<file path="src/rtl/core/hamming_threshold_clustering_assert.svh">
// Assertion macros used by the clustering datapath.
// Each macro expects clk and rst to be visible in the module that uses it.
`ifndef HAMMING_THRESHOLD_CLUSTERING_ASSERT_SVH
`define HAMMING_THRESHOLD_CLUSTERING_ASSERT_SVH

// The condition holds at every clock edge outside reset.
`define HTC_ASSERT_ALWAYS(lbl, cond) \
  lbl: assert property (@(posedge clk) disable iff (rst) (cond)) \
    else $error("htc invariant violated");

// The consequent holds in the same cycle as the antecedent.
`define HTC_ASSERT_IMP(lbl, ante, cons) \
  lbl: assert property (@(posedge clk) disable iff (rst) (ante) |-> (cons)) \
    else $error("htc implication violated");

`endif

</file>
<file path="src/rtl/core/htc_pkg.sv">
`default_nettype none

package htc_pkg;

  // Fixed field widths.
  localparam int SYM_W      = 8;
  localparam int THR_W      = 10;
  localparam int IDX_W      = 6;
  localparam int OUT_DATA_W = 16;
  localparam int CFG_IDX_W  = 1;

  // Distance given to sequences of different length when that is not accepted.
  localparam logic [THR_W-1:0] MISMATCH_DIST = 10'd1000;
  localparam logic [THR_W-1:0] THR_RESET     = 10'd1;

  // Configuration register indexes.
  localparam logic [CFG_IDX_W-1:0] REG_THRESHOLD = 1'b0;
  localparam logic [CFG_IDX_W-1:0] REG_ACCEPT    = 1'b1;

  typedef enum logic [4:0] {
    ST_RECV,
    ST_FIN,
    ST_CMP_LEN,
    ST_CMP_INIT,
    ST_CMP_RD,
    ST_CMP_ACC,
    ST_CMP_END,
    ST_DECIDE,
    ST_COV_INC,
    ST_COPY_RD,
    ST_COPY_WR,
    ST_NEW_DONE,
    ST_JOIN_CHK,
    ST_JOIN_RA,
    ST_JOIN_RB,
    ST_REL_RD,
    ST_REL_WR,
    ST_JOIN_NEXT,
    ST_READ_DONE,
    ST_BEST_RD,
    ST_BEST_A,
    ST_BEST_B,
    ST_BEST_C,
    ST_BEST_NEXT,
    ST_OUT_MAP,
    ST_OUT_PAR,
    ST_OUT_BEST,
    ST_OUT_FIRST,
    ST_OUT_LOAD,
    ST_OUT_WAIT,
    ST_CLEAR
  } state_t;

  // Read address select of the component parent memory.
  typedef enum logic [1:0] {
    PAR_S,
    PAR_NEW,
    PAR_K,
    PAR_MAP
  } par_sel_t;

  // Read address select of the coverage memory.
  typedef enum logic [1:0] {
    COV_S,
    COV_FOUND,
    COV_BEST
  } cov_sel_t;

  typedef struct packed {
    logic     recv;
    logic     set_ovf;
    logic     pass_start;
    logic     cmp_init;
    logic     cmp_acc;
    logic     cmp_end;
    logic     new_start;
    logic     cov_inc;
    logic     copy_wr;
    logic     new_done;
    logic     s_inc;
    logic     join_ra;
    logic     join_rb;
    logic     rel_wr;
    logic     read_done;
    logic     best_a;
    logic     best_c;
    logic     out_load;
    logic     clear;
    par_sel_t par_sel;
    cov_sel_t cov_sel;
  } htc_cmd_t;

  typedef struct packed {
    logic in_end;
    logic eos_seen;
    logic read_full;
    logic dist_full;
    logic dcount_zero;
    logic shorter_zero;
    logic last_pos;
    logic is_equal;
    logic s_last;
    logic found;
    logic copy_last;
    logic join_done;
    logic near_s;
    logic same_root;
    logic k_last;
    logic root_is_s;
    logic rcount_zero;
    logic out_fire;
    logic out_last;
  } htc_stat_t;

endpackage

`default_nettype wire

</file>
<file path="src/rtl/core/htc_ctrl.sv">
`default_nettype none

module htc_ctrl
  import htc_pkg::*;
(
  input  wire logic      clk,
  input  wire logic      rst,
  input  wire htc_stat_t stat,
  output htc_cmd_t       cmd
);

  state_t state;
  state_t state_next;

  // State register.
  always_ff @(posedge clk) begin
    if (rst) begin
      state <= ST_RECV;
    end else begin
      state <= state_next;
    end
  end

  // Next state.
  always_comb begin
    state_next = state;
    unique case (state)
      ST_RECV:      if (stat.in_end) state_next = ST_FIN;
      ST_FIN: begin
        if (stat.read_full) state_next = ST_READ_DONE;
        else if (stat.dcount_zero) state_next = ST_DECIDE;
        else state_next = ST_CMP_LEN;
      end
      ST_CMP_LEN:   state_next = ST_CMP_INIT;
      ST_CMP_INIT:  state_next = stat.shorter_zero ? ST_CMP_END : ST_CMP_RD;
      ST_CMP_RD:    state_next = ST_CMP_ACC;
      ST_CMP_ACC:   state_next = stat.last_pos ? ST_CMP_END : ST_CMP_RD;
      ST_CMP_END:   state_next = (stat.is_equal || stat.s_last) ? ST_DECIDE : ST_CMP_LEN;
      ST_DECIDE: begin
        if (stat.found) state_next = ST_COV_INC;
        else if (stat.dist_full) state_next = ST_READ_DONE;
        else state_next = ST_COPY_RD;
      end
      ST_COV_INC:   state_next = ST_READ_DONE;
      ST_COPY_RD:   state_next = ST_COPY_WR;
      ST_COPY_WR:   state_next = stat.copy_last ? ST_NEW_DONE : ST_COPY_RD;
      ST_NEW_DONE:  state_next = ST_JOIN_CHK;
      ST_JOIN_CHK: begin
        if (stat.join_done) state_next = ST_READ_DONE;
        else if (stat.near_s) state_next = ST_JOIN_RA;
        else state_next = ST_JOIN_NEXT;
      end
      ST_JOIN_RA:   state_next = ST_JOIN_RB;
      ST_JOIN_RB:   state_next = stat.same_root ? ST_JOIN_NEXT : ST_REL_RD;
      ST_REL_RD:    state_next = ST_REL_WR;
      ST_REL_WR:    state_next = stat.k_last ? ST_JOIN_NEXT : ST_REL_RD;
      ST_JOIN_NEXT: state_next = ST_JOIN_CHK;
      ST_READ_DONE: begin
        if (!stat.eos_seen) state_next = ST_RECV;
        else if (stat.rcount_zero) state_next = ST_CLEAR;
        else state_next = ST_BEST_RD;
      end
      ST_BEST_RD:   state_next = ST_BEST_A;
      ST_BEST_A:    state_next = stat.root_is_s ? ST_BEST_NEXT : ST_BEST_B;
      ST_BEST_B:    state_next = ST_BEST_C;
      ST_BEST_C:    state_next = ST_BEST_NEXT;
      ST_BEST_NEXT: state_next = stat.s_last ? ST_OUT_MAP : ST_BEST_RD;
      ST_OUT_MAP:   state_next = ST_OUT_PAR;
      ST_OUT_PAR:   state_next = ST_OUT_BEST;
      ST_OUT_BEST:  state_next = ST_OUT_FIRST;
      ST_OUT_FIRST: state_next = ST_OUT_LOAD;
      ST_OUT_LOAD:  state_next = ST_OUT_WAIT;
      ST_OUT_WAIT: begin
        if (stat.out_fire) state_next = stat.out_last ? ST_CLEAR : ST_OUT_MAP;
      end
      ST_CLEAR:     state_next = ST_RECV;
      default:      state_next = ST_RECV;
    endcase
  end

  // Commands to the datapath.
  always_comb begin
    cmd         = '0;
    cmd.par_sel = PAR_S;
    cmd.cov_sel = COV_S;
    unique case (state)
      ST_RECV:      cmd.recv = 1'b1;
      ST_FIN: begin
        if (stat.read_full) cmd.set_ovf = 1'b1;
        else cmd.pass_start = 1'b1;
      end
      ST_CMP_INIT:  cmd.cmp_init = 1'b1;
      ST_CMP_ACC:   cmd.cmp_acc = 1'b1;
      ST_CMP_END:   cmd.cmp_end = 1'b1;
      ST_DECIDE: begin
        if (stat.found) cmd.cov_sel = COV_FOUND;
        else if (stat.dist_full) cmd.set_ovf = 1'b1;
        else cmd.new_start = 1'b1;
      end
      ST_COV_INC:   cmd.cov_inc = 1'b1;
      ST_COPY_WR:   cmd.copy_wr = 1'b1;
      ST_NEW_DONE:  cmd.new_done = 1'b1;
      ST_JOIN_CHK:  cmd.par_sel = PAR_S;
      ST_JOIN_RA: begin
        cmd.join_ra = 1'b1;
        cmd.par_sel = PAR_NEW;
      end
      ST_JOIN_RB:   cmd.join_rb = 1'b1;
      ST_REL_RD:    cmd.par_sel = PAR_K;
      ST_REL_WR:    cmd.rel_wr = 1'b1;
      ST_JOIN_NEXT: cmd.s_inc = 1'b1;
      ST_READ_DONE: cmd.read_done = 1'b1;
      ST_BEST_A:    cmd.best_a = 1'b1;
      ST_BEST_B:    cmd.cov_sel = COV_BEST;
      ST_BEST_C:    cmd.best_c = 1'b1;
      ST_BEST_NEXT: cmd.s_inc = 1'b1;
      ST_OUT_PAR:   cmd.par_sel = PAR_MAP;
      ST_OUT_LOAD:  cmd.out_load = 1'b1;
      ST_CLEAR:     cmd.clear = 1'b1;
      default: begin
        cmd.par_sel = PAR_S;
      end
    endcase
  end

endmodule

`default_nettype wire

</file>
<file path="config.mk">
export PLATFORM = sky130hd
export DESIGN_NAME = htc_ctrl
export DESIGN_NICKNAME = d
export VERILOG_FILES = /design/src/rtl/core/hamming_threshold_clustering_assert.svh /design/src/rtl/core/htc_pkg.sv /design/src/rtl/core/htc_ctrl.sv
export SDC_FILE = /design/constraint.sdc
export NUM_CORES = 1
export LEC_CHECK = 0
export ABC_AREA = 1
export BUFFER_PORTS_ARGS = -buffer_cell sky130_fd_sc_hd__buf_2
export CAP_MARGIN = 20
export CORE_MARGIN = 3
export CORE_UTILIZATION = 42
export DETAILED_ROUTE_END_ITERATION = 7
export PLACE_DENSITY = 0.84
export RECOVER_POWER = 100
export SLEW_MARGIN = 15
export SYNTH_ARGS = -nofsm -noshare
export SYNTH_HDL_FRONTEND = slang
export SYNTH_SLANG_ARGS = --single-unit
</file>
<file path="constraint.sdc">
create_clock -name clk -period 1.4 [get_ports clk]
set_input_delay 0.07 -clock clk [delete_from_list [all_inputs] [get_ports clk]]
set_output_delay 0.07 -clock clk [all_outputs]
set_load 0.01 [all_outputs]
</file>
==> metrics.md, run 1 <==
| Metric | Value |
|---|---|
| Tcrit/Tclk final | `121%` |
| GRT Total Usage | `29.9%` |
| Req. time, crit path | `between 1.5 and 2 ns` |
| Initial Utilization | `between 40% and 50%` |
| Slowest-stage cell, CP | `dfxtp_2` |
| TritonCTS buffer count | `3` |
| Final hold violations | `0` |
| Final WL | `6.35 mm` |
| Inserted Diodes | `0` |
| Share of the yosys chip area belonging to registers | `10.5%` |
| Routability-driven placement congestion ratio | `1.01` |
| Synthesized area | `952 um^2` |
| Synth Net Count | `205` |
| Die H | `53.6 um` |
| Top Registers | `state x5` |
| # port buffers | `43` |
| Clock Tree Buf Depth | `2` |
| Worst-Margin Slew | `between 0.3 and 0.4 ns` |
| Syn_area_per_cell | `5.17 um^2` |
| Count of cell types in the netlist | `23` |
| Hold Path Class | `in -> reg` |
| Most used cell, CP | `nand2_1` |
| Crit path DAT | `1.83 ns` |
| Dpl cell area | `1330 um^2` |
| DRC Markers | `0` |
| Final Cell Area | `1940 um^2` |
| Failing checks | `setup timing` |
| Ports | `44` |
| First-pass DRT Iterations | `7` |
| Hold buffer count at cts | `0` |
| Normalized max-slew margin | `just under 80%` |
| Critical-path maximum fanout | `8` |
| Row count | `16` |
| Via Count | `1885` |
| Congestion Overflow GR | `0` |
| Vias in the first global route | `between 1000 and 1500` |
| Antenna-violating nets left | `0` |
| Pre-CTS setup slack | `-0.163 ns` |
| Synth-to-Final Area Change | `104%` |
| Outcome | `complete, but fails checks` |
| Detail Placement HPWL | `2.64 mm` |
| Unrepaired setup endpoints after global routing | `yes` |
| Biggest register | `state` |
| Fin nets | `between 200 and 300` |
| Layout fillers | `67` |
| Max VDD drop | `1.52 mV` |
| Fmax | `about 0.59 GHz` |
| Share of post-route cells with drive strength above 1 | `between 60% and 70%` |
| Max FFs per register | `5` |
| CP cell instances | `buf_6 > inv_4 > nor2_4 > buf_12 > buf_8 > nand2_4 > nand2_2 > nor2_1 > nand2_1 > nor2_1 > nand2_1 > nand2_1 > a21oi_2` |
| Antenna violations before repair | `0` |
| Die X | `53.6 um` |
| Reg clk slew, reported paths | `approximately 0.05 ns` |
| Initial DRC Count | `183` |
| Vias per inst | `6.50` |
| Post-route setup slack | `-0.287 ns` |
| Minimum clock period | `1.69 ns` |
| DR WL/cell | `21.9 um` |
| Syn Inst Count | `~180` |
| Sink Count | `5` |
| Max-slew violations | `0` |
| Clk_lat worst skew | `0.25 ns` |
| Clock skew | `0.00374 ns` |
| Static leakage | `0.00111 uW` |
| Finished Core Util | `~94%` |
| Setup violations, final | `28` |
| Crit path kind | `reg -> reg` |
| Setup TNS | `-4.17 ns` |
| CP endpoint kind | `flop` |
| Synth warn | `0` |
| CTS root buffer | `clkbuf_4` |
| Power per Cell Area | `about 1500 nW/um^2` |
| Area of the core | `2060 um^2` |
| Global-route wire length before repair | `6.29 mm` |
| Worst path max stage delay | `roughly 0.33 ns` |
| Max_cap viols | `0` |
| Seq cells post-synth | `5` |
| Die ar. | `2870 um^2` |
| CTS tree | `yes` |
| Largest net degree at the start of global routing | `16` |
| Worst Setup Start Kind | `flop` |
| CTS HTree Levels | `1` |
-- where the power goes --
group | leakage [uW] | total (uW) | internal (uW) | switching (uW)
sequential | 0.0000436 | 292 | 206 | 85.5
clock | 0.0000150 | 184 | 109 | 74.9
combinational | 0.00105 | 2480 | 1030 | 1450
-- cells in the mapped netlist --
master | number | area, um^2
nor4_1 | 1 | 6.26
nand4_1 | 9 | 56.3
dfxtp_1 | 5 | 100
nor2_1 | 32 | 120
nor3_2 | 1 | 10.0
a21oi_1 | 4 | 20.0
nor3_1 | 3 | 15.0
nand3_1 | 28 | 140
or2_4 | 1 | 8.76
nor2_4 | 5 | 56.3
a21oi_2 | 1 | 8.76
buf_2 | 1 | 5.00
o21ai_2 | 1 | 8.76
inv_1 | 33 | 124
o22ai_1 | 1 | 6.26
nor2_2 | 1 | 6.26
nand3_2 | 3 | 30.0
nand2_2 | 2 | 12.5
buf_6 | 1 | 11.3
buf_4 | 2 | 15.0
nand2_1 | 44 | 165
nand3b_1 | 2 | 15.0
inv_2 | 3 | 11.3
-- placed cells by master (no fill, tap or decap), drive strengths merged --
master   n
a21oi    5
buf     79
clkbuf   4
dfxtp    5
inv     36
nand2   46
nand3   31
nand3b   2
nand4    9
nor2    38
nor3     4
nor4     1
o21ai    1
o22ai    1
or2      1
-- logic make-up after synthesis --
family	count (synthesis)	share of synthesized area, %
flops	5	10.5
simple gates	132	67.4
buf+inv	40	17.5
compound gates	7	4.60
-- worst max-delay path, delay by kind of cell, from the launching register on --
kind | cells | cell delay (ns)
buf+inv | 4 | 0.47
flops | 1 | 0.33
compound gates | 1 | 0.05
simple gates | 8 | 0.71
-- per-stage QoR --
step | total power, uW | std cells | hold WS, ns
after floorplan | 1090 | 184 | 0.132
after global placement | 1530 | 269 | 0.293
after detailed placement | 1560 | 269 | 0.290
after CTS | 2150 | 281 | 0.0354
after global routing | 3040 | 290 | 0.0575
final | 2950 | 290 | 0.0461
-- repair_timing --
item	CTS	global route
setup endpoints to repair	25	28
gates resized for setup	63	57
pin swaps	8	27
endpoints found under the hold margin	0	0
setup buffers	8	11
-- worst paths after layout --
check,startpoint,end,slack [ns],cells past startpoint
hold reg to reg,state[4]$_SDFFE_PP0P_,state[0]$_SDFFE_PP0P_,0.91,5
setup / recovery,state[0]$_SDFFE_PP0P_,state[2]$_SDFFE_PP0P_,-0.29,13
setup reg to reg,state[0]$_SDFFE_PP0P_,state[2]$_SDFFE_PP0P_,-0.29,13
hold / removal,rst,state[0]$_SDFFE_PP0P_,0.05,2
-- cell type report --
type	count	area [um^2]	area share, %
Clock buffer	4	26.3	1.35
Inverter	36	153	7.85
Timing Repair Buffer	79	653	33.6
Sequential cell	5	111	5.73
Tap cell	27	33.8	1.74
Multi-Input combinational cell	139	967	49.7
-- per-layer routing --
layer | track usage (%) | share of wire, % | wire [um] | vias to the layer above
met5 | 0 | 0 | 0 | -
met4 | 10.6 | 10 | 646 | 0
met3 | 3.32 | 13 | 856 | 98
met2 | 51.2 | 43 | 2740 | 222
met1 | 38.4 | 33 | 2110 | 814
li1 | - | - | - | 751
No activity file was read; power rests on OpenSTA's default activity.
==> run 2: changes to the inputs <==
ABC_AREA = default   (was 1)
CORE_UTILIZATION = 41   (was 42)
PLACE_DENSITY = 0.83   (was 0.84)
==> run 2 against run 1 <==
The run still ends with setup timing left. Cell count decreased by 11%. Die area decreased by 3.3%. Sequential power increased by 15%. Routed wire length up 2.1%. Sequential share of layout area grew 0.27 points. Critical path depth decreased by 7. Clock skew increased by 0.015 ns. Area after synthesis is 6.0% lower.
==> metrics.md, run 2 <==
| Metric | Value |
|---|---|
| Fin nets | `253 (-11%)` |
| Final std cells w/o fill | `258 (-11%)` |
| Seq cells post-synth | `5 (unchanged)` |
| Pre-CTS setup slack | `-0.297 ns (-0.134 ns)` |
| Clk_lat worst skew | `0.27 ns (+0.02 ns)` |
| TritonCTS buffer count | `3 (unchanged)` |
| Normalized max-slew margin | `74.3% (-3.4 points)` |
| Worst Setup Start Kind | `flop` |
| Share of post-route cells with drive strength above 1 | `61.9% (+1.1 points)` |
| Synth-to-Final Area Change | `112%` |
| Unrepaired setup endpoints after global routing | `yes` |
| Req. time, crit path | `1.52 ns (-0.02 ns)` |
| Area share of the largest cell type after synthesis | `11.2% (-6.2 points)` |
| Worst-Margin Slew | `0.383 ns (+0.0476 ns)` |
| Finished Core Util | `93.9% (-0.36 points)` |
| Global-route wire length before repair | `6.73 mm (+6.9%)` |
| CP cell instances | `buf_4 > nand2b_1 > a2111oi_4 > nor4_1 > and3_1 > a311oi_2` |
| Count of cell types in the netlist | `42 (+83%)` |
| Hold Path Class | `in -> reg` |
| Static leakage | `0.000808 uW (-27%)` |
| Busiest grt layer | `met2` |
| Via Count | `1819 (-3.5%)` |
| Die X | `52.7 um (-1.7%)` |
| Most common cell after layout, fill and taps aside | `buf_2` |
| Multi-input logic area | `933 um^2 (-3.5%)` |
| Synth Net Count | `161 (-21%)` |
| Layout fillers | `67 (unchanged)` |
| Failing checks | `setup timing` |
| Predominant post-synthesis flop cell | `dfxtp_1` |
| Crit path kind | `reg -> reg` |
| CTS HTree Levels | `1 (unchanged)` |
| Largest net degree at the start of global routing | `21 (+5)` |
| Commonest cells after routing, fill and taps aside | `buf_2 (40), buf_4 (38), nor2_1 (16)` |
| Row count | `16 (unchanged)` |
| Vias in the first global route | `1423 (+2.1%)` |
| Tcrit/Tclk final | `122% (+1.9 points)` |
| Final hold violations | `0 (unchanged)` |
| Detail Placement HPWL | `3.01 mm (+14%)` |
| Max_cap viols | `0 (unchanged)` |
| Vias per inst | `7.05 (+8.5%)` |
| Die H | `52.7 um (-1.7%)` |
| CTS root buffer | `clkbuf_4` |
| Biggest register | `state` |
| Routability-driven placement congestion ratio | `1.03 (+1.8%)` |
| Buffers and inverters on the worst path | `1 (-3)` |
| Max VDD drop | `1.29 mV (-15%)` |
| DR WL/cell | `25.1 um (+15%)` |
| GR Util met2 | `59.5% (+8.3 points)` |
| Slowest-stage cell, CP | `dfxtp_2` |
| Antenna-violating nets left | `0 (unchanged)` |
| Critical-path maximum fanout | `9 (+1)` |
| Final Cell Area | `1900 um^2 (-2.3%)` |
| Synth cell count leaders | `nor2_1 (22), nor3_1 (15), nand2_1 (12), buf_2 (10)` |
| CTS tree | `yes` |
| Initial DRC Count | `143 (-22%)` |
| Met1 GRT Util | `36.2% (-2.2 points)` |
| GRT Total Usage | `32.8% (+2.9 points)` |
| Crit path DAT | `1.83 ns (about the same)` |
| Ports | `44 (unchanged)` |
| Clock Tree Buf Depth | `2 (unchanged)` |
| Synth warn | `0 (unchanged)` |
| Dpl cell area | `1390 um^2 (+4.6%)` |
| Worst path max stage delay | `0.39 ns (+0.06 ns)` |
| Outcome | `complete, but fails checks` |
| # port buffers | `43 (unchanged)` |
| Final WL | `6.48 mm (+2.1%)` |
| Hold buffer count at cts | `0 (unchanged)` |
| Setup violations, final | `27 (-3.6%)` |
| Post-synth EDFFs | `0 (unchanged)` |
| Syn_area_per_cell | `6.39 um^2 (+23%)` |
| Post-synthesis async set-or-reset flop share | `0% (unchanged)` |
| Post-route setup slack | `-0.313 ns (-0.0260 ns)` |
| Max FFs per register | `5 (unchanged)` |
| Top Registers | `state x5` |
| Synth area leader | `dfxtp_1` |
| Share of the yosys chip area belonging to registers | `11.2% (+0.68 points)` |
| Initial Utilization | `44.2% (-1.9 points)` |
| Count leader, synth | `nor2_1` |
| Pwr Total | `3110 uW (+5.4%)` |
| Syn Inst Count | `140 (-24%)` |
| Congestion Overflow GR | `0 (unchanged)` |
| Antenna violations before repair | `0 (unchanged)` |
| Inserted Diodes | `0 (unchanged)` |
| Sink Count | `5 (unchanged)` |
| CP endpoint kind | `flop` |
| Minimum clock period | `1.71 ns (+0.0260 ns)` |
| Register Area | `114 um^2 (+2.2%)` |
| DRC Markers | `0 (unchanged)` |
| Die ar. | `2780 um^2 (-3.3%)` |
| Synthesized area | `895 um^2 (-6.0%)` |
| Placed cells | `236 (-12%)` |
| Max-slew violations | `0 (unchanged)` |
| Worst path top cell family by delay | `simple AND/OR/NAND/NOR gates` |
| Clock skew | `0.0188 ns (+0.0150 ns)` |
| Reg clk slew, reported paths | `0.05 ns (about the same)` |
| Area of the core | `2020 um^2 (-1.9%)` |
| Main area contributors after synthesis | `dfxtp_1 (11%), nor2_1 (9.2%), nor3_1 (8.4%)` |
| First-pass DRT Iterations | `5 (-2)` |
| GRT met3 Usage | `4.84% (+1.5 points)` |
| Power per Cell Area | `1640 nW/um^2 (+7.9%)` |
| Fmax | `0.584 GHz (-1.5%)` |
==> run 2: cell count changes after synthesis, moves of 4 or more <==
cell / before / now
nor3_1: 3 / 15
a211oi_1: 0 / 4
nand4_1: 9 / 0
nand2b_1: 0 / 6
nor2_4: 5 / 0
o21ai_0: 0 / 6
buf_2: 1 / 10
a31oi_1: 0 / 4
nor2_1: 32 / 22
nand2_1: 44 / 12
inv_1: 33 / 6
nand3_1: 28 / 1
==> run 2: cell families after synthesis <==
group	Yosys count	share of synthesized area, %
flip-flops	5	11.2
buffers and inverters	19	10.6
AO/OA/AOI/OAI	35	28.1
AND/OR/NAND/NOR	79	48.1
XOR/XNOR	2	1.96
==> run 2: worst register-to-register path, stage by stage, from the launching register on <==
cell and delay, ns:
dfxtp_2 0.39, buf_4 0.23, nand2b_1 0.18, a2111oi_4 0.09
nor4_1 0.36, and3_1 0.25, a311oi_2 0.09
==> run 2: worst paths after layout <==
check | start | end | slack, ns | cells after the start
worst max-delay path | state[3]$_SDFFE_PP0P_ | state[1]$_SDFFE_PP0P_ | -0.31 | 6
worst max register to register | state[3]$_SDFFE_PP0P_ | state[1]$_SDFFE_PP0P_ | -0.31 | 6
worst min register to register | state[0]$_SDFFE_PP0P_ | state[3]$_SDFFE_PP0P_ | 0.81 | 3
worst min-delay path | rst | state[3]$_SDFFE_PP0P_ | 0.04 | 2
==> run 2: per-stage QoR <==
| step | hold WS [ns] | setup TNS [ns] |
|---|---|---|
| after floorplan | 0.139 | -0.0443 |
| after global placement | 0.282 | -1.11 |
| after detailed placement | 0.299 | -1.70 |
| after CTS | 0.0235 | -3.06 |
| after global routing | 0.0283 | -5.56 |
| final | 0.0422 | -4.88 |
==> run 2: layout make-up <==
type                       instances  share of cell area, %
clock buffer                       4                   1.38
inverter                           6                   1.32
multi-input combinational        116                   49.1
sequential                         5                   5.99
tap                               27                   1.78
timing repair buffer             100                   40.4
==> run 2: routing by layer <==
layer / vias up / routed length [um]
met5: - / 0
met4: 0 / 804
met3: 100 / 886
met2: 231 / 2830
met1: 788 / 1960
li1: 700 / -
==> run 2: what timing repair did <==
action	4_1_cts	5_1_grt
endpoints found under the hold margin	0	0
pin swaps	7	12
resized for setup	26	46
gates cloned	0	2
endpoints found under the setup margin	28	28
buffers inserted	5	12
==> run 2: where the power goes <==
part | internal [uW] | total, uW | switching, uW
Clock | 109 | 195 | 85.8
Sequential | 206 | 337 | 131
Combinational | 1240 | 2580 | 1340
Total | 1550 | 3110 | 1560
